File: config.mk
export PLATFORM = sky130hd
export DESIGN_NAME = lvq_nearest_prototype_trainer
export DESIGN_NICKNAME = d
export VERILOG_FILES = /design/src/lvq_pkg.sv /design/src/lvq_lane.sv /design/src/lvq_merge.sv /design/src/lvq_nearest_prototype_trainer.sv
export SDC_FILE = /design/constraint.sdc
export NUM_CORES = 2
export LEC_CHECK = 0
export BUFFER_PORTS_ARGS = -buffer_cell sky130_fd_sc_hd__buf_4
export CAP_MARGIN = 30
export CORE_ASPECT_RATIO = 0.6
export CORE_MARGIN = 5
export CORE_UTILIZATION = 55
export CTS_CLUSTER_DIAMETER = 200
export DETAILED_ROUTE_END_ITERATION = 10
export PLACE_DENSITY_LB_ADDON = 0.2
export REMOVE_ABC_BUFFERS = 1
export SYNTH_ARGS = -nofsm -noshare
export SYNTH_HDL_FRONTEND = slang
export SYNTH_SLANG_ARGS = --single-unit
File: constraint.sdc
create_clock -name clk -period 12.2 [get_ports clk]
set_input_delay 1.22 -clock clk [delete_from_list [all_inputs] [get_ports clk]]
set_output_delay 1.22 -clock clk [all_outputs]
set_load 0.02 [all_outputs]
File: src/lvq_pkg.sv
// ----------------------------------------------------------------------------
// lvq_pkg
// Shared constants, op codes and lane control type for the LVQ1 trainer.
// ----------------------------------------------------------------------------
package lvq_pkg;

  localparam int LVQ_DIMS       = 6;
  localparam int LVQ_PROTOS     = 2;
  localparam int FEATURE_FIELDS = 6;

  localparam int FEAT_W  = 8;
  localparam int FRAC_W  = 8;
  localparam int W_W     = 16;
  localparam int RATE_W  = 16;
  localparam int Q_SHIFT = 16;
  localparam int DIST_OUT_W = 19;
  localparam int OP_W    = 2;

  localparam logic [RATE_W-1:0] LR_INIT_RST = 16'd3277;
  localparam logic [RATE_W-1:0] KEEP_RST    = 16'd58982;

  localparam int CFG_IDX_W  = 1;
  localparam int CFG_DATA_W = 16;
  localparam logic [CFG_IDX_W-1:0] CFG_LR_INIT = 1'b0;
  localparam logic [CFG_IDX_W-1:0] CFG_KEEP    = 1'b1;

  typedef enum logic [OP_W-1:0] {
    OP_TRAIN    = 2'd0,
    OP_CLASSIFY = 2'd1,
    OP_EPOCH    = 2'd2,
    OP_LOAD     = 2'd3
  } op_t;

  typedef struct packed {
    logic clear;
    logic dist_en;
    logic upd_en;
    logic load;
    logic toward;
  } lane_ctrl_t;

endpackage

File: src/lvq_lane.sv
// ----------------------------------------------------------------------------
// lvq_lane
// One prototype: weight registers, one shared multiplier, distance
// accumulator and the saturating weight update.
// ----------------------------------------------------------------------------
module lvq_lane import lvq_pkg::*; #(
  parameter int DIMS  = LVQ_DIMS,
  parameter int DIM_W = 3,
  parameter int SUM_W = 35
) (
  input  logic              clk,
  input  logic              rst,
  input  lane_ctrl_t        ctrl,
  input  logic              sel,
  input  logic [DIM_W-1:0]  dim,
  input  logic [FEAT_W-1:0] feat [DIMS],
  input  logic [RATE_W-1:0] rate,
  output logic [SUM_W-1:0]  sq_dist
);

  localparam int PROD_W = 2 * W_W;
  localparam logic [PROD_W:0] ROUND_HALF = (PROD_W + 1)'(1) << (W_W - 1);

  logic [W_W-1:0]    w [DIMS];
  logic [W_W-1:0]    x_cur;
  logic [W_W-1:0]    w_cur;
  logic [W_W-1:0]    mag;
  logic [W_W-1:0]    mult_b;
  logic              neg;
  logic [PROD_W-1:0] prod;
  logic              prod_v;
  logic              upd_v;
  logic              upd_neg;
  logic [DIM_W-1:0]  upd_dim;
  logic [W_W-1:0]    w_old;
  logic [SUM_W-1:0]  acc;
  logic [PROD_W:0]   rnd;
  logic [W_W:0]      step;
  logic [W_W+1:0]    wsum;
  logic              add;
  logic [W_W-1:0]    w_next;

  always_comb begin
    x_cur  = {feat[dim], {FRAC_W{1'b0}}};
    w_cur  = w[dim];
    neg    = x_cur < w_cur;
    mag    = neg ? (w_cur - x_cur) : (x_cur - w_cur);
    mult_b = ctrl.upd_en ? rate : mag;
  end

  // round to nearest, then move toward or away with saturation
  always_comb begin
    rnd  = {1'b0, prod} + ROUND_HALF;
    step = rnd[PROD_W:W_W];
    add  = ctrl.toward ^ upd_neg;
    wsum = {2'b00, w_old} + {1'b0, step};
    if (add) begin
      w_next = (wsum[W_W+1:W_W] != 2'b00) ? '1 : wsum[W_W-1:0];
    end else begin
      w_next = ({1'b0, w_old} < step) ? '0 : W_W'({1'b0, w_old} - step);
    end
  end

  always_ff @(posedge clk) begin
    prod    <= PROD_W'(mag) * PROD_W'(mult_b);
    upd_dim <= dim;
    upd_neg <= neg;
    w_old   <= w_cur;
    if (rst) begin
      prod_v <= 1'b0;
      upd_v  <= 1'b0;
    end else if (ctrl.clear) begin
      prod_v <= 1'b0;
      upd_v  <= 1'b0;
    end else begin
      prod_v <= ctrl.dist_en;
      upd_v  <= ctrl.upd_en & sel;
    end
  end

  always_ff @(posedge clk) begin
    if (ctrl.clear) begin
      acc <= '0;
    end else if (prod_v) begin
      acc <= acc + SUM_W'(prod);
    end
  end

  always_ff @(posedge clk) begin
    if (ctrl.load && sel) begin
      for (int d = 0; d < DIMS; d++) begin
        w[d] <= {feat[d], {FRAC_W{1'b0}}};
      end
    end else if (upd_v) begin
      w[upd_dim] <= w_next;
    end
  end

  assign sq_dist = acc;

endmodule

File: src/lvq_merge.sv
// ----------------------------------------------------------------------------
// lvq_merge
// Scans the lane distances in index order and keeps the smallest; ties
// stay with the lower index.
// ----------------------------------------------------------------------------
module lvq_merge import lvq_pkg::*; #(
  parameter int PROTOS = LVQ_PROTOS,
  parameter int PW     = 1,
  parameter int SUM_W  = 35
) (
  input  logic             clk,
  input  logic             rst,
  input  logic             start,
  input  logic [SUM_W-1:0] sums [PROTOS],
  output logic             done,
  output logic [PW-1:0]    win,
  output logic [SUM_W-1:0] best
);

  logic          busy;
  logic [PW-1:0] idx;

  always_ff @(posedge clk) begin
    if (rst) begin
      busy <= 1'b0;
      done <= 1'b0;
    end else begin
      done <= 1'b0;
      if (start) begin
        busy <= 1'b1;
        idx  <= PW'(1);
        best <= sums[0];
        win  <= '0;
      end else if (busy) begin
        if (sums[idx] < best) begin
          best <= sums[idx];
          win  <= idx;
        end
        if (idx == PW'(PROTOS - 1)) begin
          busy <= 1'b0;
          done <= 1'b1;
        end else begin
          idx <= idx + PW'(1);
        end
      end
    end
  end

endmodule

File: src/lvq_nearest_prototype_trainer.sv
// ----------------------------------------------------------------------------
// lvq_nearest_prototype_trainer
// LVQ1 engine: nearest prototype search, training update and rate decay.
//
// Input transactions (in_valid/in_ready) carry an op, a feature vector and
// a target class; each one yields exactly one result transaction
// (out_valid/out_ready). Ops: train, classify, end epoch, load prototype.
// One lane per prototype computes its squared distance, one feature per
// cycle through the lane multiplier; a merge stage then scans the lanes.
// Train walks the features for the distances, runs the merge scan and
// walks them again for the update; classify stops after the scan.
// One item is in work at a time; the next is taken in the cycle after
// the previous result is registered, even while that result still waits
// for out_ready. A stalled receiver holds the finished item in its last
// state until the output register frees up.
// Reset clears control state and loads the rate registers with their
// defaults; prototypes must be loaded before they are used.
// ----------------------------------------------------------------------------
module lvq_nearest_prototype_trainer import lvq_pkg::*; #(
  parameter int DIMS   = LVQ_DIMS,
  parameter int PROTOS = LVQ_PROTOS
) (
  input  logic                  clk,
  input  logic                  rst,
  input  logic                  in_valid,
  output logic                  in_ready,
  input  logic [OP_W-1:0]       op,
  input  logic [FEAT_W-1:0]     feature_0,
  input  logic [FEAT_W-1:0]     feature_1,
  input  logic [FEAT_W-1:0]     feature_2,
  input  logic [FEAT_W-1:0]     feature_3,
  input  logic [FEAT_W-1:0]     feature_4,
  input  logic [FEAT_W-1:0]     feature_5,
  input  logic                  target_class,
  output logic                  out_valid,
  input  logic                  out_ready,
  output logic                  winner_class,
  output logic                  correct,
  output logic [DIST_OUT_W-1:0] min_sq_distance,
  input  logic                  cfg_we,
  input  logic [CFG_IDX_W-1:0]  cfg_index,
  input  logic [CFG_DATA_W-1:0] cfg_data
);

  localparam int DIM_W = (DIMS > 1) ? $clog2(DIMS) : 1;
  localparam int PW    = $clog2(PROTOS);
  localparam int SUM_W = 2 * W_W + ((DIMS > 1) ? $clog2(DIMS) : 0);
  localparam int RP_W  = 2 * RATE_W;

  typedef enum logic [3:0] {
    S_IDLE,
    S_LOAD,
    S_DIST,
    S_DRAIN,
    S_MERGE,
    S_SCAN,
    S_UPD,
    S_UPD_DRAIN,
    S_EPOCH_MUL,
    S_EPOCH_RND,
    S_EMIT
  } state_t;

  state_t              state;
  logic [DIM_W-1:0]    dim;
  op_t                 op_r;
  logic                target_r;
  logic [FEAT_W-1:0]   feat_in  [FEATURE_FIELDS];
  logic [FEAT_W-1:0]   feat_mux [DIMS];
  logic [FEAT_W-1:0]   feat_r   [DIMS];

  logic [RATE_W-1:0]   keep;
  logic [RATE_W-1:0]   rate;
  logic [RP_W-1:0]     rate_prod;
  logic [RP_W:0]       rate_rnd;

  lane_ctrl_t          lane_ctrl;
  logic [PROTOS-1:0]   lane_sel;
  logic [SUM_W-1:0]    lane_dist [PROTOS];

  logic                merge_start;
  logic                merge_done;
  logic [PW-1:0]       merge_win;
  logic [SUM_W-1:0]    merge_best;
  logic                match;
  logic [SUM_W+DIST_OUT_W-1:0] best_ext;

  assign feat_in[0] = feature_0;
  assign feat_in[1] = feature_1;
  assign feat_in[2] = feature_2;
  assign feat_in[3] = feature_3;
  assign feat_in[4] = feature_4;
  assign feat_in[5] = feature_5;

  // features past the input fields read as zero
  for (genvar d = 0; d < DIMS; d++) begin : g_feat
    if (d < FEATURE_FIELDS) begin : g_port
      assign feat_mux[d] = feat_in[d];
    end else begin : g_zero
      assign feat_mux[d] = '0;
    end
  end

  assign in_ready    = (state == S_IDLE);
  assign merge_start = (state == S_MERGE);
  assign match       = (merge_win == PW'(target_r));
  assign best_ext    = (SUM_W + DIST_OUT_W)'(merge_best);

  always_comb begin
    lane_ctrl.clear   = (state == S_IDLE);
    lane_ctrl.dist_en = (state == S_DIST);
    lane_ctrl.upd_en  = (state == S_UPD);
    lane_ctrl.load    = (state == S_LOAD);
    lane_ctrl.toward  = match;
    for (int p = 0; p < PROTOS; p++) begin
      if (state == S_LOAD) begin
        lane_sel[p] = (PW'(p) == PW'(target_r));
      end else begin
        lane_sel[p] = (PW'(p) == merge_win);
      end
    end
  end

  for (genvar p = 0; p < PROTOS; p++) begin : g_lane
    lvq_lane #(
      .DIMS  (DIMS),
      .DIM_W (DIM_W),
      .SUM_W (SUM_W)
    ) u_lane (
      .clk     (clk),
      .rst     (rst),
      .ctrl    (lane_ctrl),
      .sel     (lane_sel[p]),
      .dim     (dim),
      .feat    (feat_r),
      .rate    (rate),
      .sq_dist (lane_dist[p])
    );
  end

  lvq_merge #(
    .PROTOS (PROTOS),
    .PW     (PW),
    .SUM_W  (SUM_W)
  ) u_merge (
    .clk   (clk),
    .rst   (rst),
    .start (merge_start),
    .sums  (lane_dist),
    .done  (merge_done),
    .win   (merge_win),
    .best  (merge_best)
  );

  // config registers and learning rate
  assign rate_rnd = {1'b0, rate_prod} + (RP_W + 1)'(1 << (RATE_W - 1));

  always_ff @(posedge clk) begin
    if (state == S_EPOCH_MUL) begin
      rate_prod <= RP_W'(rate) * RP_W'(keep);
    end
    if (rst) begin
      keep    <= KEEP_RST;
      rate    <= LR_INIT_RST;
    end else if (cfg_we) begin
      case (cfg_index)
        CFG_LR_INIT: begin
          rate    <= cfg_data[RATE_W-1:0];
        end
        CFG_KEEP: begin
          keep <= cfg_data[RATE_W-1:0];
        end
        default: begin
        end
      endcase
    end else if (state == S_EPOCH_RND) begin
      rate <= rate_rnd[RP_W-1:RATE_W];
    end
  end

  // sequencer and result register
  always_ff @(posedge clk) begin
    if (rst) begin
      state     <= S_IDLE;
      dim       <= '0;
      out_valid <= 1'b0;
    end else begin
      if (out_valid && out_ready && state != S_EMIT) begin
        out_valid <= 1'b0;
      end
      case (state)
        S_IDLE: begin
          if (in_valid) begin
            op_r     <= op_t'(op);
            target_r <= target_class;
            feat_r   <= feat_mux;
            dim      <= '0;
            case (op_t'(op))
              OP_TRAIN:    state <= S_DIST;
              OP_CLASSIFY: state <= S_DIST;
              OP_EPOCH:    state <= S_EPOCH_MUL;
              OP_LOAD:     state <= S_LOAD;
              default:     state <= S_IDLE;
            endcase
          end
        end
        S_LOAD: state <= S_EMIT;
        S_DIST: begin
          if (dim == DIM_W'(DIMS - 1)) begin
            state <= S_DRAIN;
          end else begin
            dim <= dim + DIM_W'(1);
          end
        end
        S_DRAIN: state <= S_MERGE;
        S_MERGE: state <= S_SCAN;
        S_SCAN: begin
          if (merge_done) begin
            dim <= '0;
            state <= (op_r == OP_TRAIN) ? S_UPD : S_EMIT;
          end
        end
        S_UPD: begin
          if (dim == DIM_W'(DIMS - 1)) begin
            state <= S_UPD_DRAIN;
          end else begin
            dim <= dim + DIM_W'(1);
          end
        end
        S_UPD_DRAIN: state <= S_EMIT;
        S_EPOCH_MUL: state <= S_EPOCH_RND;
        S_EPOCH_RND: state <= S_EMIT;
        S_EMIT: begin
          if (!out_valid || out_ready) begin
            out_valid <= 1'b1;
            state     <= S_IDLE;
            if (op_r == OP_TRAIN || op_r == OP_CLASSIFY) begin
              winner_class    <= merge_win[0];
              correct         <= (op_r == OP_TRAIN) && match;
              min_sq_distance <= best_ext[Q_SHIFT +: DIST_OUT_W];
            end else begin
              winner_class    <= 1'b0;
              correct         <= 1'b0;
              min_sq_distance <= '0;
            end
          end
        end
        default: state <= S_IDLE;
      endcase
    end
  end

  a_done_in_scan: assert property (@(posedge clk) disable iff (rst)
    merge_done |-> state == S_SCAN)
    else $error("merge finished outside the scan phase");

  a_one_winner: assert property (@(posedge clk) disable iff (rst)
    (state == S_UPD || state == S_LOAD) |-> $onehot(lane_sel))
    else $error("weight write not aimed at exactly one lane");

  a_accept_busy: assert property (@(posedge clk) disable iff (rst)
    (in_valid && in_ready) |=> state != S_IDLE)
    else $error("accepted transaction did not start work");

endmodule

==> results.py <==
metrics = {
    "clocking": {
        "numCtsBuffers": 59,
        "clockBufferDepth": 3,
        "cts_setup_buffers": 0,
        "cts_tree": "done",
        "cts_root_buf": "clkbuf_16",
        "h-tree-depth": 2,
        "ctsHoldBuffers": 0,
        "clock-sinks": 600,
        "cts.repair.resized": 0,
        "clk_pin_slew_ns": 0.07,
        "clk_latency_ns": 0.69,
    },
    "worst_setup_path": {
        "crit_path_end_kind": "flip-flop",
        "worstPathRequired_ns": 12.81,
        "worstPathMaxFanout": 13,
        "cp.arrival_ns": 11.96,
        "crit_type": "flip-flop to flip-flop",
        "critPathMostFrequentCell": "fa_1",
        "crit_path_max_incr_delay_ns": 0.81,
        "start_kind": "flip-flop",
        "slowest_stage": "o21ai_0",
    },
    "finish": {
        "syn_to_final_growth_pct": 7.828,
        "drive_above_1_share_pct": 8.540,
        "nNetsFinal": 7198,
        "fillers": 8977,
    },
    "job": {
        "max_cap_viol_count": 0,
    },
    "placed_design": {
        "hpwlAfterDp_mm": 131.8,
        "gp_congestion": 0.9846,
        "port_buffers": 95,
    },
    "routing": {
        "ant_nets": 0,
        "drt_first_iter_violations": 4810,
        "drcViolationCount": 0,
        "wl_per_cell_um": 22.45,
        "wl_mm": 168.1,
        "via_per_inst": 5.887,
        "vias": 44100,
        "firstDrtPassIters": 8,
    },
    "timing": {
        "whs_ns": 0.4357,
        "fmax_mhz": 88.13,
        "hold_viol_final": 0,
        "rsz0062_at_grt": "no",
        "drv_slew": 0,
        "relSlewSlack_pct": 29.06,
        "setup_viol": 0,
        "finalSetupTns_ns": 0,
        "fin_crit_sh_pct": 93.01,
        "worst_pin_slew_ns": 1.061,
        "min_period_ns": 11.35,
        "clock_skew_ns": 0.05075,
    },
    "global_routing": {
        "grt_pass1_vias": 43870,
        "grt_pass1_wl_mm": 262.2,
        "grt_max_degree": 70,
        "grt-ovfl-total": 0,
        "track_usage_pct": 30.18,
        "antenna_found_initial": 4,
    },
    "floorplanning": {
        "rows": 92,
        "core_mm2": 0.1045,
        "io_pins": 96,
        "die_w_um": 428.1,
        "start_util_pct": 55.20,
        "dieArea_mm2": 0.1117,
        "die_h_um": 260.9,
    },
    "logic_synthesis": {
        "synthArstFlopShare_pct": 0,
        "netlist_area_mm2": 0.05770,
        "synth.avg_cell_area_um2": 9.626,
        "syn_inst": 5994,
        "yosysWarnings": 0,
        "ys.flop_type": "edfxtp_1",
        "synth.distinct_cells": 99,
        "synth_seq_cells": 600,
        "synth-edff-count": 381,
        "yosysSeqAreaShare_pct": 27.43,
    },
    "worst_hold_path": {
        "min_path_type": "flip-flop to flip-flop",
    },
    "run_status": {
        "status": "completed",
    },
}
area by class of cell:
class | instances | area, µm² | share of cell area (%)
inverter | 871 | 3272 | 5.259
tap | 1410 | 1764 | 2.836
timing repair buffer | 224 | 1753 | 2.818
clock inverter | 41 | 426.7 | 0.6858
sequential | 600 | 15840 | 25.46
multi-input combinational | 4271 | 37570 | 60.39
antenna | 3 | 7.507 | 0.01207
clock buffer | 70 | 1582 | 2.542
layer usage:
layer	routed length, µm	vias up	part of all wire [%]	GRT usage [%]
met1	77070	21660	46	46.63
li1	-	19990	-	-
met5	0	-	0	0
met4	3568	0	2.1	5.975
met3	19530	245	12	7.227
met2	67960	2197	40	43.20
path summary, 6_finish.rpt:
kind | startpoint | endpoint | slack (ns) | depth (start not counted)
worst max register to register | dim[0]$_SDFFE_PP0P_ | g_lane[1].u_lane.prod[31]$_DFF_P_ | 0.85 | 33
worst min-delay path | dim[2]$_SDFFE_PP0P_ | g_lane[1].u_lane.upd_dim[2]$_DFF_P_ | 0.44 | 0
worst min register to register | dim[2]$_SDFFE_PP0P_ | g_lane[1].u_lane.upd_dim[2]$_DFF_P_ | 0.44 | 0
worst max-delay path | dim[0]$_SDFFE_PP0P_ | g_lane[1].u_lane.prod[31]$_DFF_P_ | 0.85 | 33
critical path, delay by kind of cell (launching register included):
family	cells	cell delay, ns
muxes	1	0.52
xor gates and xnor gates	2	0.21
and+or+nand+nor	5	0.76
adders and majority gates	8	3.88
buffers and inverters	6	0.81
AOI/OAI and AO/OA	11	4.35
DFF	1	0.74
cell usage after synthesis, types with 14 or more instances:
master    number  share of area (%)
a31oi_1       22               0.24
edfxtp_1     381                 20
nor3_1        85               0.74
and3_1        42               0.46
mux4_2        74                2.9
a211oi_1      53               0.69
ha_1         509                 11
nand3_1       82               0.71
or2_2         14               0.15
o21a_1        38               0.49
mux2_2        42               0.82
o31ai_1       18               0.23
a21oi_1      265                2.3
a21o_1       101                1.3
o211ai_1      36               0.47
nand3b_1      29               0.38
clkbuf_1     185                1.2
xnor2_1      127                1.9
nand4_1       21               0.23
xor2_1        78                1.2
buf_2         36               0.31
nand2_1      652                4.2
inv_1        868                5.6
dfxtp_1      219                7.6
fa_1         589                 20
nor2b_1       44               0.48
nor2_1       543                3.5
and2_1       147                1.6
or3_1         24               0.26
o21ai_0      251                2.2
nand2b_1      60               0.65
mux2i_1       85                1.5
o21bai_1      31               0.40
a211o_1       14               0.21
stage by stage:
stage / utilization (%) / worst slack (ns) / instance area (µm²) / instances
after floorplan: - / 0.4218 / 56600 / 5742
after detailed placement: 57.53 / 1.038 / 60130 / 7372
after global placement: 57.44 / 1.171 / 60040 / 7364
final: 59.52 / 0.8527 / 62210 / 7490
after CTS: 59.45 / 1.002 / 62130 / 7483
after global routing: 59.52 / 0.2729 / 62210 / 7487
sequential cells by signal, indices dropped and copies added (netlist names), 2 cells and up, named ones only:
register	cells
g_lane.u_lane.upd_dim	3
u_merge.best	35
keep	16
rate_prod	17
g_lane.u_lane.upd_v	2
dim	3
g_lane.u_lane.prod	64
rate	16
g_lane.u_lane.w	256
feat_r	48
g_lane.u_lane.w_old	32
g_lane.u_lane.sq_dist	70
op_r	2
min_sq_distance	19
state	4
g_lane.u_lane.upd_neg	2
cell usage in the layout (no fill, tap or decap), types with 38 or more instances in the layout:
cell type,count
buf_4,214
nand2_1,652
xnor2_1,126
nor3_1,82
xor2_1,78
nor2_1,542
nor2b_1,44
mux2i_1,84
a21oi_1,265
dfxtp_1,215
o21a_1,38
edfxtp_1,381
inv_1,868
nand3_1,81
and2_1,147
a211oi_1,53
fa_1,589
mux4_2,74
mux2_2,42
o21ai_0,251
ha_1,509
nand2b_1,60
a21o_1,101
and3_1,41
clkbuf_16,62
kinds of logic (layout without fill, tap and decap cells):
group	after synthesis	in the layout	synth area share (%)
DFF	600	600	27.43
buffers and inverters	1123	1206	7.570
adders and majority gates	1098	1098	31.47
xor gates and xnor gates	217	217	3.509
and+or+nand+nor	1796	1796	14.15
AOI/OAI and AO/OA	954	954	10.54
other	0	3	0
muxes	206	206	5.332
Power is left out: the tool's default activity adds up to more than one toggle a clock period on the data nets, which glitch-free logic cannot reach.
